$ cat src/design/iph_pkg.sv
// Shared types and constants for the indexed priority heap.
// Holds the entry record, op and status codes and default sizes; no dependencies.
`default_nettype none
package iph_pkg;

    localparam int CAPACITY_DEF = 1024;
    localparam int HANDLES_DEF  = 1024;
    localparam int HANDLE_W     = 10;
    localparam int SCORE_W      = 32;
    localparam int TIE_W        = 32;
    localparam int OP_W         = 3;
    localparam int STATUS_W     = 2;
    localparam int COUNT_W      = 11;

    typedef enum logic [OP_W-1:0] {
        OP_CLEAR   = 3'd0,
        OP_INSERT  = 3'd1,
        OP_REMOVE  = 3'd2,
        OP_UPDATE  = 3'd3,
        OP_PEEK    = 3'd4,
        OP_WRITE   = 3'd5,
        OP_HEAPIFY = 3'd6,
        OP_NOP     = 3'd7
    } op_e;

    typedef enum logic [STATUS_W-1:0] {
        ST_OK      = 2'd0,
        ST_FULL    = 2'd1,
        ST_PRESENT = 2'd2,
        ST_ABSENT  = 2'd3
    } status_e;

    typedef struct packed {
        logic [HANDLE_W-1:0] hnd;
        logic [SCORE_W-1:0]  score;
        logic [TIE_W-1:0]    tie;
    } entry_t;

endpackage
`default_nettype wire

$ cat src/design/iph_cmp.sv
// Shared order comparator of the heap: decides whether entry x sits above entry y.
// Depends on iph_pkg for the entry record.
`default_nettype none
module iph_cmp (
    input  iph_pkg::entry_t x,
    input  iph_pkg::entry_t y,
    input  logic            min_first,
    output logic            x_first
);
    import iph_pkg::*;

    always_comb begin
        if (x.score != y.score) begin
            if (min_first) begin
                x_first = $signed(x.score) < $signed(y.score);
            end else begin
                x_first = $signed(x.score) > $signed(y.score);
            end
        end else begin
            x_first = x.tie < y.tie;
        end
    end

endmodule
`default_nettype wire

$ cat config.mk
export PLATFORM = sky130hd
export DESIGN_NAME = iph_cmp
export DESIGN_NICKNAME = d
export VERILOG_FILES = /design/src/design/iph_pkg.sv /design/src/design/iph_cmp.sv
export SDC_FILE = /design/constraint.sdc
export NUM_CORES = 1
export LEC_CHECK = 0
export BUFFER_PORTS_ARGS = -buffer_cell sky130_fd_sc_hd__buf_2
export CORE_MARGIN = 8
export CORE_UTILIZATION = 39
export DETAILED_ROUTE_END_ITERATION = 16
export GPL_ROUTABILITY_DRIVEN = 0
export GPL_TIMING_DRIVEN = 1
export PLACE_DENSITY = 0.85
export SLEW_MARGIN = 10
export SYNTH_ARGS = -nofsm -noshare
export SYNTH_HDL_FRONTEND = slang
export SYNTH_SLANG_ARGS = --single-unit
$ cat constraint.sdc
create_clock -name vclk -period 3.05
set_clock_uncertainty 0.05 [all_clocks]
set_input_delay 0.61 -clock vclk [all_inputs]
set_output_delay 0.61 -clock vclk [all_outputs]
set_load 0.03 [all_outputs]
== Word-level counts from Yosys, hierarchy flattened ==
Cells that the tools add are included.
Word-level totals
  flip-flop bits (word level): 0
  bits of input ports: 149
  output and inout port bits: 1
  logic and storage cells: 6
Cells by class
  magnitude comparators: 3
  equal/unequal tests: 1
  mux-type cells: 2
Operator list (count)
  32-bit < comparator: 2
  32-bit > comparator: 1
  32-bit != test: 1
  1-bit 2-to-1 mux: 2

== Depth between registers and ports, before layout ==
Gate-level depths: netlist of the first run.
  depth in word-level cells: 3
  gate-level depth with buffers: 9
  gate-level depth less buffers: 9

== Worst setup path after synthesis of the first run ==
OpenSTA, ideal clock, no wires.
  path kind: input port to output port
  start: input y[1] (netlist bit)
  end: output x_first
  arrival: 2.169 ns
  required time: 2.390 ns
  setup slack: 0.221 ns
  stages on the path: 8
  path buffers: 0
  path through: inv_1 -> ha_1 -> a2111oi_2 -> nor4_1 -> a2111oi_1 -> o31ai_1 -> a31oi_1 -> mux2_2
Between the ends
  word-level cells in the longest chain between the ends: 2
Ends and longest elaborated chain
  from (decl): line iph_cmp.sv:6  | input iph_pkg::entry_t y,
  32-bit < comparator: line iph_cmp.sv:20  | x_first = x.tie < y.tie;
  1-bit 2-to-1 mux: line iph_cmp.sv:13  | if (x.score != y.score) begin
  to (decl): line iph_cmp.sv:8  | output logic x_first
No other way between the ends.

== Worst setup path after layout of the first run ==
Same ends and word-level chain as after synthesis.

==> flow_summary.rst, run 1 <==
.. list-table::
   :header-rows: 1

   * - Metric
     - Value
   * - Buffers and inverters on the worst path
     - 3
   * - Vias per Instance
     - 4.88
   * - Power density cells
     - 129 nW/um2
   * - Initial DRC count
     - 22
   * - Sort of element at the end of the critical path
     - output port
   * - Hold crit path type
     - input port to output port
   * - Multiplexer share of the synthesized area
     - 0.705%
   * - Standard cell core area
     - 3970 um2
   * - Syn avg cell area
     - 7.06 um2
   * - Die span in y
     - 80.0 um
   * - I/O pin count
     - 150
   * - Number of core rows
     - 23
   * - Worst IR drop on VDD
     - 54.6 uV
   * - Combined flip-flop and latch cell area
     - 0 um2
   * - Total track usage
     - 14.9%
   * - Combinational family with the most area after synthesis
     - adder cells
   * - Portion of synthesized cell area occupied by the leading cell type
     - 49.4%
   * - Fillers
     - 370
   * - XOR/XNOR share of the synthesized area
     - 1.10%
   * - Data required, critical path
     - 2.39 ns
   * - Simple-gate share of the synthesized area
     - 15.4%
   * - Clock buffer count
     - 0
   * - Slowest Stage Delay on Critical Path
     - 0.36 ns
   * - Cell types with the largest area share after synthesis
     - sky130_fd_sc_hd__ha_1 49%, sky130_fd_sc_hd__inv_1 15%, sky130_fd_sc_hd__a21oi_1 8.5%, sky130_fd_sc_hd__nand4_1 4.7%, sky130_fd_sc_hd__nand2_1 4.0%
   * - Top cells by count, synth
     - 64 x sky130_fd_sc_hd__inv_1, 63 x sky130_fd_sc_hd__ha_1, 27 x sky130_fd_sc_hd__a21oi_1
   * - Cell family with most CP delay
     - compound AO/OA/AOI/OAI gates
   * - Total routed wirelength
     - 5100 um
   * - Die area
     - 6400 um2
   * - Antenna violations before repair
     - 0
   * - Number of max-cap violations
     - 0
   * - Post-synthesis adder-cell area fraction
     - 49.4%
   * - Setup TNS
     - 0 ns
   * - Arrival time at the worst endpoint
     - 2.33 ns
   * - Area growth syn-to-layout
     - 49.9%
   * - Syn_nets
     - 438
   * - Run status
     - finished, final reports clean
   * - Cells along the critical path
     - buf_2 -> inv_1 -> ha_4 -> a2111oi_4 -> nor4_1 -> a2111oi_1 -> o31ai_1 -> a31oi_1 -> mux2_4 -> buf_6
   * - Category of the worst setup path launch point
     - input port
   * - Final-layout worst hold slack
     - 1.74 ns
   * - RSZ-0062 raised after global routing
     - yes
   * - Final antenna diode count
     - 0
   * - Remaining global-route overflow
     - 0
   * - Wire length of the first global-routing pass
     - 8270 um
   * - Share of final-layout standard cells stronger than drive strength 1
     - 39.4%
   * - Relative slew slack
     - 70.8%
   * - Half-perimeter wire length of the detailed placement result
     - 4820 um
   * - Net count, final
     - 572
   * - Final worst path period need
     - 2.99 ns
   * - Compound-Gate Fraction of Synth Area
     - 18.3%
   * - DIE WIDTH
     - 80.0 um
   * - Peak fanout along the critical path
     - 1
   * - Cell accounting for the most synthesized area
     - sky130_fd_sc_hd__ha_1
   * - Post-CTS Repair Setup Buffers
     - 0
   * - Count of warnings emitted by yosys
     - 0
   * - Part of the Yosys area used for sequential elements
     - 0%
   * - Area of combinational cells with multiple inputs
     - 1420 um2
   * - Number of design rule violations left after detail routing
     - 0
   * - Critical-path top delay cell
     - sky130_fd_sc_hd__a2111oi_1
   * - Hold Fails Final Rpt
     - 0
   * - Fraction of the cycle the final worst path needs
     - 97.9%
   * - Max Freq
     - 0.335 GHz
   * - Most numerous cell in the Yosys netlist
     - sky130_fd_sc_hd__inv_1
   * - DRT antenna net count
     - 0
   * - Critical setup path kind
     - input port to output port
   * - Average wire per standard cell
     - 12.5 um
   * - Via Count
     - 1990
   * - Min-Delay Path Depth
     - 5
   * - Number of buffer cells added on primary ports
     - 130
   * - Pins over their slew limit
     - 0
   * - Number of different library cells in the post-synthesis netlist
     - 25
   * - Initial core utilization
     - 40.2%
   * - Cell area after synthesis
     - 1600 um2
   * - Num sequential
     - 0
   * - Transition at the pin with the smallest max-transition slack
     - 0.437 ns
   * - Final setup violation count
     - 0
   * - Largest net degree at the start of global routing
     - 5
   * - Via count of the first global-routing pass
     - 2165
   * - Count of mapped cells out of synthesis
     - 226
   * - 1st-pass router iterations
     - 4
   * - Cell count along the critical path
     - 10
   * - P_leak
     - 0.00154 uW
==> power by group <==
group          leakage [uW]  internal, uW  switching, uW
Sequential                0             0              0
Combinational       0.00154           164            144
Clock                     0             0              0
Total               0.00154           164            144
==> cells in the final DEF (no fill, tap or decap), drive strengths merged <==
| cell type | netlist | routed |
|---|---|---|
| a21o | 2 | 2 |
| nand2 | 17 | 17 |
| xnor2 | 2 | 2 |
| o31ai | 1 | 1 |
| nor3 | 1 | 1 |
| inv | 64 | 64 |
| o21ai | 7 | 7 |
| nor2b | 1 | 1 |
| mux2 | 1 | 1 |
| nand3 | 6 | 6 |
| nor2 | 5 | 5 |
| a21oi | 27 | 27 |
| nor4 | 4 | 4 |
| a31oi | 1 | 1 |
| a221oi | 3 | 3 |
| ha | 63 | 63 |
| o211ai | 2 | 2 |
| o21a | 1 | 1 |
| a2111oi | 3 | 3 |
| and4 | 1 | 1 |
| nand4 | 12 | 12 |
| buf | 0 | 132 |
| nand2b | 1 | 1 |
| a2111o | 1 | 1 |
==> repair_timing <==
item | CTS | global route
setup endpoints to repair | 1 | 1
hold buffers | 0 | 0
resized for setup | 5 | 7
pin swaps | 3 | 1
==> layer usage <==
layer	GRT usage [%]	vias to the layer above	share of wire [%]
met3	3.72	2	10
met4	0.727	0	0.53
met5	0	-	0
li1	-	1053	-
met2	29.0	81	50
met1	16.3	854	40
==> layout make-up <==
class                           instances  share of cell area (%)
Tap cell                               50                    2.61
Multi-Input combinational cell        162                    59.3
Inverter                               64                    10.0
Timing Repair Buffer                  132                    28.1
==> path summary, 6_finish.rpt <==
check | startpoint | to
max | y[1] | x_first
min | min_first | x_first
==> metrics by stage <==
stage          total power [uW]  cell area [um2]  cells  worst slack (ns)  utilization (%)
2_1_floorplan               164             1600    226             0.221                -
3_3_place_gp                276             2320    408            -0.162             58.5
3_5_place_dp                289             2320    408            -0.215             58.5
4_1_cts                     303             2360    408          0.000626             59.5
5_1_grt                     356             2390    408           -0.0516             60.3
6_report                    309             2390    408            0.0642             60.3
==> cells by family (layout without fill, tap and decap cells) <==
logic type                 after synthesis  count (layout)
xor gates and xnor gates                 2               2
muxes                                    1               1
and+or+nand+nor                         48              48
adders and majority gates               63              63
buffers and inverters                   64             196
AOI/OAI and AO/OA                       48              48
==> tightest hold or removal path: cells and delay by family <==
kind	cells	cell delay (ns)
XOR/XNOR	2	0.22
multiplexers	1	0.14
buffers and inverters	2	0.21
(Power assumes the default switching activity.)
==> run 2: changes to the inputs <==
--- a/config.mk
+++ b/config.mk
@@ -11,7 +11,7 @@
 export DETAILED_ROUTE_END_ITERATION = 16
 export GPL_ROUTABILITY_DRIVEN = 0
 export GPL_TIMING_DRIVEN = 1
-export PLACE_DENSITY = 0.85
+export PLACE_DENSITY = 0.86
 export SLEW_MARGIN = 10
 export SYNTH_ARGS = -nofsm -noshare
 export SYNTH_HDL_FRONTEND = slang
==> flow_summary.rst, run 2 (same netlist as run 1, synthesis figures left out) <==
.. list-table::
   :header-rows: 1

   * - Metric
     - Value
   * - Source of the worst hold timing path
     - min_first
   * - Initial core utilization
     - 40.2% (unchanged)
   * - Category of the worst setup path launch point
     - input port
   * - Combined flip-flop and latch cell area
     - 0 um2 (unchanged)
   * - DRT antenna net count
     - 0 (unchanged)
   * - Worst IR drop on VDD
     - 51.0 uV (-6.5%)
   * - Die span in y
     - 80.0 um (unchanged)
   * - Relative slew slack
     - 76.2% (+5.4 points)
   * - Hold Path End
     - x_first
   * - Critical setup path kind
     - input port to output port
   * - Fillers
     - 369 (-0.27%)
   * - Most common cell after layout, fill and taps aside
     - sky130_fd_sc_hd__buf_2
   * - Utilization of the core after routing
     - 60.4% (+0.095 points)
   * - Peak fanout along the critical path
     - 2 (+1)
   * - Highest-count cells in the layout ignoring fill and taps
     - 129 x sky130_fd_sc_hd__buf_2, 64 x sky130_fd_sc_hd__inv_1, 62 x sky130_fd_sc_hd__ha_1
   * - DIE WIDTH
     - 80.0 um (unchanged)
   * - Number of buffer cells added on primary ports
     - 130 (unchanged)
   * - Fraction of the cycle the final worst path needs
     - 99.0% (+1.1 points)
   * - Half-perimeter wire length of the detailed placement result
     - 4860 um (+0.78%)
   * - Arrival time at the worst endpoint
     - 2.36 ns (+0.03 ns)
   * - Sort of element at the end of the critical path
     - output port
   * - Die area
     - 6400 um2 (unchanged)
   * - Average wire per standard cell
     - 12.8 um (+2.4%)
   * - Number of core rows
     - 23 (unchanged)
   * - 1st-pass router iterations
     - 4 (unchanged)
   * - Max Freq
     - 0.331 GHz (-1.2%)
   * - Post-CTS Repair Setup Buffers
     - 0 (unchanged)
   * - Initial DRC count
     - 39 (+77%)
   * - RSZ-0062 raised after global routing
     - yes
   * - Net count, final
     - 572 (unchanged)
   * - Num sequential
     - 0 (unchanged)
   * - Via count of the first global-routing pass
     - 2097 (-3.1%)
   * - I/O pin count
     - 150 (unchanged)
   * - Final setup violation count
     - 0 (unchanged)
   * - Total routed wirelength
     - 5230 um (+2.4%)
   * - Hold crit path type
     - input port to output port
   * - Clock buffer count
     - 0 (unchanged)
   * - P_leak
     - 0.00154 uW (+0.18%)
   * - # hold bufs at CTS
     - 0 (unchanged)
   * - Min-Delay Path Depth
     - 5 (unchanged)
   * - Pins over their slew limit
     - 0 (unchanged)
   * - Area growth syn-to-layout
     - 50.2%
   * - Remaining global-route overflow
     - 0 (unchanged)
   * - Hold Fails Final Rpt
     - 0 (unchanged)
   * - Transition at the pin with the smallest max-transition slack
     - 0.354 ns (-0.0833 ns)
   * - Data required, critical path
     - 2.39 ns (about the same)
   * - Power density cells
     - 129 nW/um2 (+0.15%)
   * - Total track usage
     - 14.7% (-0.18 points)
   * - Number of max-cap violations
     - 0 (unchanged)
   * - Standard cell core area
     - 3970 um2 (unchanged)
   * - Number of design rule violations left after detail routing
     - 0 (unchanged)
   * - Run status
     - finished, final reports clean
   * - Share of final-layout standard cells stronger than drive strength 1
     - 39.9% (+0.56 points)
   * - Largest net degree at the start of global routing
     - 5 (unchanged)
   * - Final-layout worst hold slack
     - 1.74 ns (-0.00330 ns)
   * - Final worst path period need
     - 3.02 ns (+0.0348 ns)
   * - Via Count
     - 1996 (+0.30%)
   * - Vias per Instance
     - 4.89 (+0.30%)
   * - Antenna violations before repair
     - 0 (unchanged)
   * - Final antenna diode count
     - 0 (unchanged)
   * - Wire length of the first global-routing pass
     - 8160 um (-1.3%)
[run 2: changes by cell type in the layout (fill, tap and decap cells not counted)]
cell and change:
sky130_fd_sc_hd__a2111oi_1 -1, sky130_fd_sc_hd__a2111oi_2 +1, sky130_fd_sc_hd__a21oi_1 -1, sky130_fd_sc_hd__a21oi_2 +1
sky130_fd_sc_hd__ha_1 +1, sky130_fd_sc_hd__ha_4 -1, sky130_fd_sc_hd__mux2_2 +1, sky130_fd_sc_hd__mux2_4 -1
sky130_fd_sc_hd__nor2b_2 -1, sky130_fd_sc_hd__nor2b_4 +1, sky130_fd_sc_hd__nor4_1 -1, sky130_fd_sc_hd__nor4_2 +1
[run 2: worst max-delay path by stage]
| stage | cells after the start | start | slack (ns) | to |
|---|---|---|---|---|
| global placement | 10 | y[1] | -0.15 | x_first |
| finish | 10 | x[33] | 0.03 | x_first |
| detailed placement | 10 | y[1] | -0.17 | x_first |
| floorplan | 8 | y[1] | 0.22 | x_first |
| CTS | 10 | y[1] | 0.001 | x_first |
| global route | 10 | y[1] | -0.07 | x_first |
[run 2: critical path, cell delays in order]
cell	delay [ns]
sky130_fd_sc_hd__buf_2	0.11
sky130_fd_sc_hd__ha_1	0.28
sky130_fd_sc_hd__nor2b_4	0.13
sky130_fd_sc_hd__o211ai_1	0.08
sky130_fd_sc_hd__a2111o_1	0.37
sky130_fd_sc_hd__o211ai_1	0.11
sky130_fd_sc_hd__a21oi_1	0.11
sky130_fd_sc_hd__xnor2_1	0.14
sky130_fd_sc_hd__mux2_2	0.28
sky130_fd_sc_hd__buf_6	0.14
[run 2: layout make-up]
| cell class | count | area, um2 | area share [%] |
|---|---|---|---|
| Tap cell | 50 | 62.6 | 2.61 |
| Multi-Input combinational cell | 162 | 1420 | 59.3 |
| Inverter | 64 | 240 | 10.0 |
| Timing Repair Buffer | 132 | 672 | 28.0 |
[run 2: layer usage]
layer / wire (um) / global-route usage (%) / vias to the layer above
met4: 76 / 2.00 / 0
met1: 2120 / 16.3 / 860
li1: - / - / 1050
met5: 0 / 0 / -
met3: 385 / 2.14 / 6
met2: 2650 / 28.9 / 80
[run 2: through the flow]
step / TNS [ns] / cells / power, uW / setup WS (ns) / instance area, um2
after global routing: -0.0688 / 408 / 356 / -0.0688 / 2400
final: 0 / 408 / 310 / 0.0295 / 2400
after global placement: -0.150 / 408 / 275 / -0.150 / 2320
after floorplan: 0 / 226 / 164 / 0.221 / 1600
after detailed placement: -0.173 / 408 / 287 / -0.173 / 2320
after CTS: 0 / 408 / 297 / 0.00146 / 2340
[run 2: repair_timing]
action / CTS / global route
gates resized for setup: 3 / 10
pin swaps: 5 / 3
endpoints found under the setup margin: 1 / 1
[run 2: report_power, final]
group / leakage (uW) / switching (uW) / internal (uW) / total, uW
clock network: 0 / 0 / 0 / 0
logic: 0.00154 / 146 / 163 / 310
registers: 0 / 0 / 0 / 0
total: 0.00154 / 146 / 163 / 310
